## src/rtl/rgbhsv_pkg.sv

```systemverilog
package rgbhsv_pkg;

    localparam int CH_BITS       = 8;
    localparam int HUE_FRAC_BITS = 6;

    // hue spans 0 .. 360 degrees, so nine integer bits
    localparam int HUE_BITS  = 9 + HUE_FRAC_BITS;
    // sixty degrees times a ratio of at most one stays below 64 degrees
    localparam int HUEQ_BITS = 6 + HUE_FRAC_BITS;

    localparam logic [CH_BITS-1:0]   CH_MAX    = '1;
    localparam logic [HUEQ_BITS-1:0] HUE_SCALE = HUEQ_BITS'(60 << HUE_FRAC_BITS);
    localparam logic [HUE_BITS-1:0]  HUE_FULL  = HUE_BITS'(360 << HUE_FRAC_BITS);
    localparam logic [HUE_BITS-1:0]  HUE_GREEN = HUE_BITS'(120 << HUE_FRAC_BITS);
    localparam logic [HUE_BITS-1:0]  HUE_BLUE  = HUE_BITS'(240 << HUE_FRAC_BITS);

    // quotient bits are spread over this many divider stages
    localparam int DIV_STAGES = 3;
    localparam int SAT_PER    = (CH_BITS + DIV_STAGES - 1) / DIV_STAGES;
    localparam int HUE_PER    = (HUEQ_BITS + DIV_STAGES - 1) / DIV_STAGES;

    localparam logic [1:0] SECTOR_RED   = 2'd0;
    localparam logic [1:0] SECTOR_GREEN = 2'd1;
    localparam logic [1:0] SECTOR_BLUE  = 2'd2;

    typedef struct packed {
        logic [CH_BITS-1:0] red;
        logic [CH_BITS-1:0] green;
        logic [CH_BITS-1:0] blue;
    } rgb_t;

    typedef struct packed {
        logic [HUE_BITS-1:0] hue;
        logic [CH_BITS-1:0]  saturation;
        logic [CH_BITS-1:0]  value;
    } hsv_t;

    typedef struct packed {
        logic [CH_BITS-1:0]   value;
        logic                 gray;
        logic [1:0]           sector;
        logic                 diff_neg;
        logic [CH_BITS-1:0]   delta;
        logic [CH_BITS-1:0]   sat_rem;
        logic [CH_BITS-1:0]   sat_dvd;
        logic [CH_BITS-1:0]   sat_q;
        logic [CH_BITS-1:0]   hue_rem;
        logic [HUEQ_BITS-1:0] hue_dvd;
        logic [HUEQ_BITS-1:0] hue_q;
    } work_t;

endpackage

```

## src/rtl/rgbhsv_prep.sv

```systemverilog
module rgbhsv_prep (
    input  logic                clk,
    input  logic                en,
    input  rgbhsv_pkg::rgb_t    pixel,
    output rgbhsv_pkg::work_t   work
);
    import rgbhsv_pkg::*;

    localparam int SAT_W = 2 * CH_BITS;
    localparam int HUE_W = CH_BITS + HUEQ_BITS;

    work_t work_reg;
    work_t work_next;

    always_comb
    begin
        logic [CH_BITS-1:0] mx;
        logic [CH_BITS-1:0] mn;
        logic [CH_BITS-1:0] dlt;
        logic [CH_BITS-1:0] a;
        logic [CH_BITS-1:0] b;
        logic [CH_BITS-1:0] mag;
        logic [SAT_W-1:0]   sat_prod;
        logic [HUE_W-1:0]   hue_prod;

        mx = (pixel.red > pixel.green) ? pixel.red : pixel.green;
        mx = (mx > pixel.blue) ? mx : pixel.blue;
        mn = (pixel.red < pixel.green) ? pixel.red : pixel.green;
        mn = (mn < pixel.blue) ? mn : pixel.blue;
        dlt = mx - mn;

        // ties go to red, then green
        if (pixel.red >= mx)
        begin
            work_next.sector = SECTOR_RED;
            a = pixel.green;
            b = pixel.blue;
        end
        else if (pixel.green >= mx)
        begin
            work_next.sector = SECTOR_GREEN;
            a = pixel.blue;
            b = pixel.red;
        end
        else
        begin
            work_next.sector = SECTOR_BLUE;
            a = pixel.red;
            b = pixel.green;
        end

        work_next.diff_neg = (a < b);
        mag = (a < b) ? (b - a) : (a - b);

        // dividends: cmax*delta over max, and scaled |diff| over delta
        sat_prod = SAT_W'(dlt) * SAT_W'(CH_MAX);
        hue_prod = HUE_W'(mag) * HUE_W'(HUE_SCALE);

        work_next.value   = mx;
        work_next.gray    = (dlt == '0);
        work_next.delta   = dlt;
        work_next.sat_rem = sat_prod[SAT_W-1:CH_BITS];
        work_next.sat_dvd = sat_prod[CH_BITS-1:0];
        work_next.sat_q   = '0;
        work_next.hue_rem = hue_prod[HUE_W-1:HUEQ_BITS];
        work_next.hue_dvd = hue_prod[HUEQ_BITS-1:0];
        work_next.hue_q   = '0;
    end

    always_ff @(posedge clk)
    begin
        if (en)
        begin
            work_reg <= work_next;
        end
    end

    assign work = work_reg;

endmodule

```

## src/rtl/rgbhsv_div_stage.sv

```systemverilog
module rgbhsv_div_stage #(
    parameter int STAGE = 0
) (
    input  logic                clk,
    input  logic                en,
    input  rgbhsv_pkg::work_t   work_in,
    output rgbhsv_pkg::work_t   work_out
);
    import rgbhsv_pkg::*;

    localparam int SAT_LEFT = CH_BITS - STAGE * SAT_PER;
    localparam int HUE_LEFT = HUEQ_BITS - STAGE * HUE_PER;
    localparam int SAT_N = (SAT_LEFT > SAT_PER) ? SAT_PER : ((SAT_LEFT > 0) ? SAT_LEFT : 0);
    localparam int HUE_N = (HUE_LEFT > HUE_PER) ? HUE_PER : ((HUE_LEFT > 0) ? HUE_LEFT : 0);

    work_t work_reg;
    work_t work_next;

    // restoring division, remainder always below a nonzero divisor
    always_comb
    begin
        logic [CH_BITS:0] trial;
        logic             qbit;

        work_next = work_in;

        for (int i = 0; i < SAT_N; i++)
        begin
            trial = {work_next.sat_rem, work_next.sat_dvd[CH_BITS-1]};
            work_next.sat_dvd = work_next.sat_dvd << 1;
            qbit = (trial >= {1'b0, work_next.value});
            if (qbit)
            begin
                trial = trial - {1'b0, work_next.value};
            end
            work_next.sat_rem = trial[CH_BITS-1:0];
            work_next.sat_q = {work_next.sat_q[CH_BITS-2:0], qbit};
        end

        for (int i = 0; i < HUE_N; i++)
        begin
            trial = {work_next.hue_rem, work_next.hue_dvd[HUEQ_BITS-1]};
            work_next.hue_dvd = work_next.hue_dvd << 1;
            qbit = (trial >= {1'b0, work_next.delta});
            if (qbit)
            begin
                trial = trial - {1'b0, work_next.delta};
            end
            work_next.hue_rem = trial[CH_BITS-1:0];
            work_next.hue_q = {work_next.hue_q[HUEQ_BITS-2:0], qbit};
        end
    end

    always_ff @(posedge clk)
    begin
        if (en)
        begin
            work_reg <= work_next;
        end
    end

    assign work_out = work_reg;

endmodule

```

## src/rtl/rgbhsv_finish.sv

```systemverilog
module rgbhsv_finish (
    input  logic                clk,
    input  logic                en,
    input  rgbhsv_pkg::work_t   work,
    output rgbhsv_pkg::hsv_t    hsv
);
    import rgbhsv_pkg::*;

    hsv_t hsv_reg;
    hsv_t hsv_next;

    always_comb
    begin
        logic [HUE_BITS-1:0] q_ext;
        logic [HUE_BITS-1:0] rem_nz;
        logic [HUE_BITS-1:0] hue_val;

        q_ext  = HUE_BITS'(work.hue_q);
        rem_nz = HUE_BITS'(work.hue_rem != '0);

        // negative difference off a nonzero sector floors, so round the magnitude up
        unique case (work.sector)
            SECTOR_RED:
            begin
                if (work.diff_neg && (q_ext != '0))
                begin
                    hue_val = HUE_FULL - q_ext;
                end
                else if (work.diff_neg)
                begin
                    hue_val = '0;
                end
                else
                begin
                    hue_val = q_ext;
                end
            end
            SECTOR_GREEN:
            begin
                hue_val = work.diff_neg ? (HUE_GREEN - q_ext - rem_nz) : (HUE_GREEN + q_ext);
            end
            SECTOR_BLUE:
            begin
                hue_val = work.diff_neg ? (HUE_BLUE - q_ext - rem_nz) : (HUE_BLUE + q_ext);
            end
            default:
            begin
                hue_val = '0;
            end
        endcase

        hsv_next.hue        = work.gray ? '0 : hue_val;
        hsv_next.saturation = work.gray ? '0 : work.sat_q;
        hsv_next.value      = work.value;
    end

    always_ff @(posedge clk)
    begin
        if (en)
        begin
            hsv_reg <= hsv_next;
        end
    end

    assign hsv = hsv_reg;

endmodule

```

## src/rtl/rgb_to_hsv_converter_top.sv

```systemverilog
// channel   direction   handshake                  payload
// pixel     in          pixel_valid / pixel_stall  rgb_t: red, green, blue
// hsv       out         hsv_valid / hsv_stall      hsv_t: hue, saturation, value
//
// five register stages: min/max and dividend setup, three divider stages,
// hue assembly; one pixel enters every cycle while pixel_stall is low
// the divider stages set the depth, each resolves up to three saturation and four hue quotient bits
// reset clears only the stage valid bits, the pipeline comes up empty
// a stalled stage holds, upstream stages keep filling any empty stage
module rgb_to_hsv_converter_top (
    input  logic                clk,
    input  logic                rst_n,
    input  logic                pixel_valid,
    output logic                pixel_stall,
    input  rgbhsv_pkg::rgb_t    pixel,
    output logic                hsv_valid,
    input  logic                hsv_stall,
    output rgbhsv_pkg::hsv_t    hsv
);
    import rgbhsv_pkg::*;

    localparam int NST = DIV_STAGES + 2;

    logic [NST-1:0] valid_reg;
    logic [NST-1:0] valid_next;
    logic [NST-1:0] ready;
    logic [NST-1:0] up_valid;
    logic [NST-1:0] load;

    work_t work_pipe [DIV_STAGES+1];

    always_comb
    begin
        ready[NST-1] = !valid_reg[NST-1] || !hsv_stall;
        for (int k = NST - 2; k >= 0; k--)
        begin
            ready[k] = !valid_reg[k] || ready[k+1];
        end
    end

    assign up_valid = {valid_reg[NST-2:0], pixel_valid};
    assign load     = ready & up_valid;

    always_comb
    begin
        for (int k = 0; k < NST; k++)
        begin
            valid_next[k] = ready[k] ? up_valid[k] : valid_reg[k];
        end
    end

    always_ff @(posedge clk or negedge rst_n)
    begin
        if (!rst_n)
        begin
            valid_reg <= '0;
        end
        else
        begin
            valid_reg <= valid_next;
        end
    end

    rgbhsv_prep u_prep (
        .clk   (clk),
        .en    (load[0]),
        .pixel (pixel),
        .work  (work_pipe[0])
    );

    for (genvar s = 0; s < DIV_STAGES; s++)
    begin : g_div
        rgbhsv_div_stage #(
            .STAGE (s)
        ) u_div (
            .clk      (clk),
            .en       (load[s+1]),
            .work_in  (work_pipe[s]),
            .work_out (work_pipe[s+1])
        );
    end

    rgbhsv_finish u_finish (
        .clk  (clk),
        .en   (load[NST-1]),
        .work (work_pipe[DIV_STAGES]),
        .hsv  (hsv)
    );

    assign pixel_stall = !ready[0];
    assign hsv_valid   = valid_reg[NST-1];

    // a transfer in always lands in the first stage
    assert property (@(posedge clk) disable iff (!rst_n)
        pixel_valid && !pixel_stall |=> valid_reg[0])
        else $error("accepted pixel did not enter the pipeline");

    // hue stays below a full turn
    assert property (@(posedge clk) disable iff (!rst_n)
        hsv_valid |-> (hsv.hue < HUE_FULL))
        else $error("hue out of range");

    // zero saturation only for gray, which has zero hue
    assert property (@(posedge clk) disable iff (!rst_n)
        hsv_valid && (hsv.saturation == '0) |-> (hsv.hue == '0))
        else $error("gray pixel with nonzero hue");

    // saturation never exceeds zero when value is zero
    assert property (@(posedge clk) disable iff (!rst_n)
        hsv_valid && (hsv.value == '0) |-> (hsv.saturation == '0))
        else $error("black pixel with nonzero saturation");

endmodule

```

## config.mk

```make
export PLATFORM = sky130hd
export DESIGN_NAME = rgb_to_hsv_converter_top
export DESIGN_NICKNAME = d
export VERILOG_FILES = /design/src/rtl/rgbhsv_pkg.sv /design/src/rtl/rgbhsv_prep.sv /design/src/rtl/rgbhsv_div_stage.sv /design/src/rtl/rgbhsv_finish.sv /design/src/rtl/rgb_to_hsv_converter_top.sv
export SDC_FILE = /design/constraint.sdc
export NUM_CORES = 1
export LEC_CHECK = 0
export BUFFER_PORTS_ARGS = -buffer_cell sky130_fd_sc_hd__buf_2
export CAP_MARGIN = 30
export CORE_UTILIZATION = 45
export CTS_CLUSTER_SIZE = 10
export DETAILED_ROUTE_END_ITERATION = 7
export HOLD_SLACK_MARGIN = 0.15
export PLACE_DENSITY = 0.71
export SLEW_MARGIN = 25
export SYNTH_ARGS = -nofsm -noshare
export SYNTH_HDL_FRONTEND = slang
export SYNTH_SLANG_ARGS = --single-unit
```

## constraint.sdc

```tcl
create_clock -name clk -period 8 [get_ports clk]
set_input_delay 2 -clock clk [delete_from_list [all_inputs] [get_ports clk]]
set_output_delay 2 -clock clk [all_outputs]
set_load 0.005 [all_outputs]
```

==> metrics.sh <==
YOSYS_WARNINGS=0
CORE_AREA_MM2=0.0468
DIE_H_UM=220
AVGVIACOUNTPERCELL=5.49
CRIT_PATH_END_KIND='register'
LAYOUT_WORST_PATH_CYCLE_SHARE_PCT=129
STARTPOINT_TYPE='input port'
NUM_ANTENNA_CELLS=0
ROUTED-WL-MET2_UM=29100
DRC=6
HOLD-WORST-SLACK_NS=0.412
ANTENNA_LEFT=0
SYNTH-EDFF-COUNT=216
DEPTH_OF_THE_WORST_REGISTER_TO_REGISTER_PATH=37
MIN_DELAY_PATH_DEPTH=0
WORST_R2R_STARTPOINT='u_prep.work[57]$_DFFE_PP_'
FF_LATCH_AREA_MM2=0.00661
POSTCTSHOLDBUFS=0
DRT_ITER0_DRC=903
CP_DATA_ARRIVAL_TIME_NS=10.60
CTS-HTREE-LEVELS=1
CTS.PATH.MAX_BUFFERS=3
CLKLATENCYLATEPIN_NS=0.57
FP.DIEAREA_MM2=0.0485
CTS.CLK_SLEW.WORST_PATHS_NS=0.06
TRITONCTS_CLOCK_TREE='built'
START_UTIL_PCT=45.8
TOP_ACHIEVABLE_CLOCK_SPEED_GHz=0.0969
NUMBER_OF_FILLERS_IN_THE_FINAL_LAYOUT=3664
ROUTED.TOP_LAYER='met4'
CRITPATHKIND='in2reg'
CTS.SINKS=221
RUN_STATUS='complete, but fails checks'
SYNTH.AVG_CELL_AREA_UM2=9.62
GLOBAL_ROUTE.OVERFLOW_TOTAL=0
FLIP_FLOP_COUNT_OF_THE_LARGEST_REGISTER_AFTER_LAYOUT=138
HOLD_PATH_STARTPOINT='g_div[1].u_div.work_out[0]$_DFFE_PP_'
RSZ0062_AT_GRT='yes'
MULTI_INPUT_COMB_AREA_MM2=0.0153
HOLD_VIOL_FINAL=0
WORST-PATH-MAX-FANOUT=8
DETAILEDPLACEMENTHPWL_UM=42800
DR.PASS1.ITERS=8
CLOCK-SKEW-FINAL_NS=0.0313
SYN_NETS=2610
GRT_ANTENNA_BEFORE_REPAIR=0
PLACE.GP.CONGESTION=0.959
IO_BUFFERS=60
DRIVE_ABOVE_1_SHARE_PCT=34.3
POST_SYNTH_NUM_CELL_TYPES=78
SYNTHCELLS=2229
GRT_USE_TOTAL_PCT=22.7
DETAILROUTE.VIA_COUNT=18500
MAX_CAP_VIOL_COUNT=0
SYNTH_AREA_MM2=0.0214
HOLD_PATH_END='g_div[2].u_div.work_out[4]$_DFFE_PP_'
METAL3_WL_UM=2350
SETUP_VIOL=23
CLOCKROOTBUFFER='sky130_fd_sc_hd__clkbuf_16'
HOLD_PATH.CLASS='reg2reg'
DRT-TOTAL-WL_UM=56700
NUMCTSBUFFERS=27
ROUTE.LAYER.MET1.WL_UM=23000
GRT_PASS1_VIAS=18900
SLOWEST_STAGE='sky130_fd_sc_hd__fa_1'
YS_SEQ_ELEMENTS=221
SLOWEST_DELAY_NS=0.52
PIN_COUNT_OF_THE_BIGGEST_NET_ENTERING_GLOBAL_ROUTING=52
SETUP_SLACK_NS=-2.32
REG2REG_SLACK_NS=0.25
IOPINCOUNT=61
NETS=3135
DETAIL_ROUTE.WL_PER_CELL_UM=16.8
YS_ASYNC_SR_FRACTION_PCT=2.26
FINALWORSTPATHREQUIREDPERIOD_NS=10.32
GRT_FIRST_PASS_WIRELENGTH_UM=90000
ROWS=79
TIMING.RR.END='g_div[0].u_div.work_out[26]$_DFFE_PP_'
SLEW_VIOLATIONS=0
SYNTH.YOSYS.SEQ_AREA_SHARE_PCT=30.8
TIMING_WORST_SLEW_PIN_VALUE_NS=0.965
FAILED_CHECKS='design-rule violations, negative setup slack'
DIE_X_UM=220
REQUIRED_NS=8.28
MAX-SLEW-MARGIN-REL_PCT=35.7
SYN2LAYOUT_AREA_GROWTH_PCT=33.2
YS_DOMINANT_REG_CELL='sky130_fd_sc_hd__edfxtp_1'
-- what timing repair did --
item,4_1_cts,5_1_grt
setup buffers,68,51
pin swaps,89,151
setup endpoints to repair,49,68
gates resized for setup,137,194
gates cloned,2,0
-- kinds of logic (layout without fill, tap and decap cells) --
group | Yosys count | in the layout | synth area share (%)
flip-flops | 221 | 221 | 30.8
XOR/XNOR | 152 | 152 | 6.21
AO/OA/AOI/OAI | 487 | 487 | 14.4
adder cells (fa/ha/maj) | 357 | 357 | 22.7
multiplexers | 152 | 152 | 7.69
buffers and inverters | 307 | 846 | 5.48
AND/OR/NAND/NOR | 553 | 554 | 12.6
-- per-layer routing --
metal | up-vias | GRT usage, %
met5 | - | 0
met4 | 0 | 9.15
met3 | 161 | 2.01
met2 | 496 | 42.0
met1 | 8843 | 26.7
li1 | 9022 | -
-- cell usage in the layout, fill, tap and decap left out, types with 43 or more instances in the layout --
cell type	instances
sky130_fd_sc_hd__buf_4	449
sky130_fd_sc_hd__ha_1	261
sky130_fd_sc_hd__inv_1	235
sky130_fd_sc_hd__edfxtp_1	216
sky130_fd_sc_hd__nor2_1	153
sky130_fd_sc_hd__nand2_1	116
sky130_fd_sc_hd__a21oi_1	112
sky130_fd_sc_hd__xnor2_1	92
sky130_fd_sc_hd__mux2_2	76
sky130_fd_sc_hd__o21ai_0	75
sky130_fd_sc_hd__buf_2	57
sky130_fd_sc_hd__fa_1	48
sky130_fd_sc_hd__a21o_1	44
sky130_fd_sc_hd__xor2_1	44
sky130_fd_sc_hd__mux2i_1	43
-- critical path: cells and delay by family --
family	cells	cell delay, ns
xor+xnor	3	0.46
fa+ha+maj	7	2.13
simple gates	10	2.02
buf+inv	10	0.91
compound gates	17	2.45
mux	2	0.58
-- cell type report --
cell class	instances	area share, %
Sequential cell	221	23.2
Inverter	268	3.59
Tap cell	607	2.66
Clock buffer	40	2.64
Timing Repair Buffer	534	14.1
Clock inverter	4	0.127
Multi-Input combinational cell	1702	53.7
-- cell usage after synthesis, drive strengths merged (14+ instances only) --
cell type / count / share of area (%)
o21ai: 123 / 2.9
a21o: 44 / 1.5
xor2: 46 / 1.9
edfxtp: 216 / 30
xnor2: 106 / 4.3
nor2b: 48 / 1.4
o21bai: 22 / 0.77
nand3: 37 / 0.86
fa: 55 / 5.1
nor2: 169 / 3.0
a21boi: 23 / 0.81
mux2: 98 / 5.1
or3: 14 / 0.41
clkbuf: 26 / 0.46
inv: 268 / 4.7
a221o: 15 / 0.70
a21oi: 146 / 3.4
ha: 298 / 17
nand4: 26 / 0.79
o21a: 19 / 0.67
mux2i: 54 / 2.5
nand2b: 32 / 0.93
a211oi: 16 / 0.56
nor3: 37 / 0.86
nand2: 125 / 2.2
-- worst max-delay path by stage --
stage / slack, ns / start / endpoint / cells after the start
2_1_floorplan: -2.55 / pixel[9] / u_prep.work[31]$_DFFE_PP_ / 50
3_3_place_gp: -2.64 / pixel[15] / u_prep.work[30]$_DFFE_PP_ / 47
3_5_place_dp: -2.97 / pixel[15] / u_prep.work[30]$_DFFE_PP_ / 50
4_1_cts: -2.08 / pixel[13] / u_prep.work[31]$_DFFE_PP_ / 49
5_1_grt: -2.63 / pixel[11] / u_prep.work[31]$_DFFE_PP_ / 50
6_report: -2.32 / pixel[15] / u_prep.work[30]$_DFFE_PP_ / 49
-- stage by stage --
| stage | worst slack [ns] | cell area, µm² | setup TNS, ns | utilization, % | instances |
|---|---|---|---|---|---|
| after global routing | -2.63 | 28500 | -35.74 | 61.1 | 3376 |
| after detailed placement | -2.97 | 25500 | -51.69 | 54.5 | 3220 |
| after floorplan | -2.55 | 21800 | -33.06 | - | 2229 |
| after global placement | -2.64 | 25500 | -41.97 | 54.4 | 3219 |
| final | -2.32 | 28500 | -28.33 | 61.1 | 3376 |
| after CTS | -2.08 | 27300 | -23.04 | 58.5 | 3334 |
Power is not shown: default switching activity piles up to over one toggle a cycle in this logic, so the estimate is an artifact.
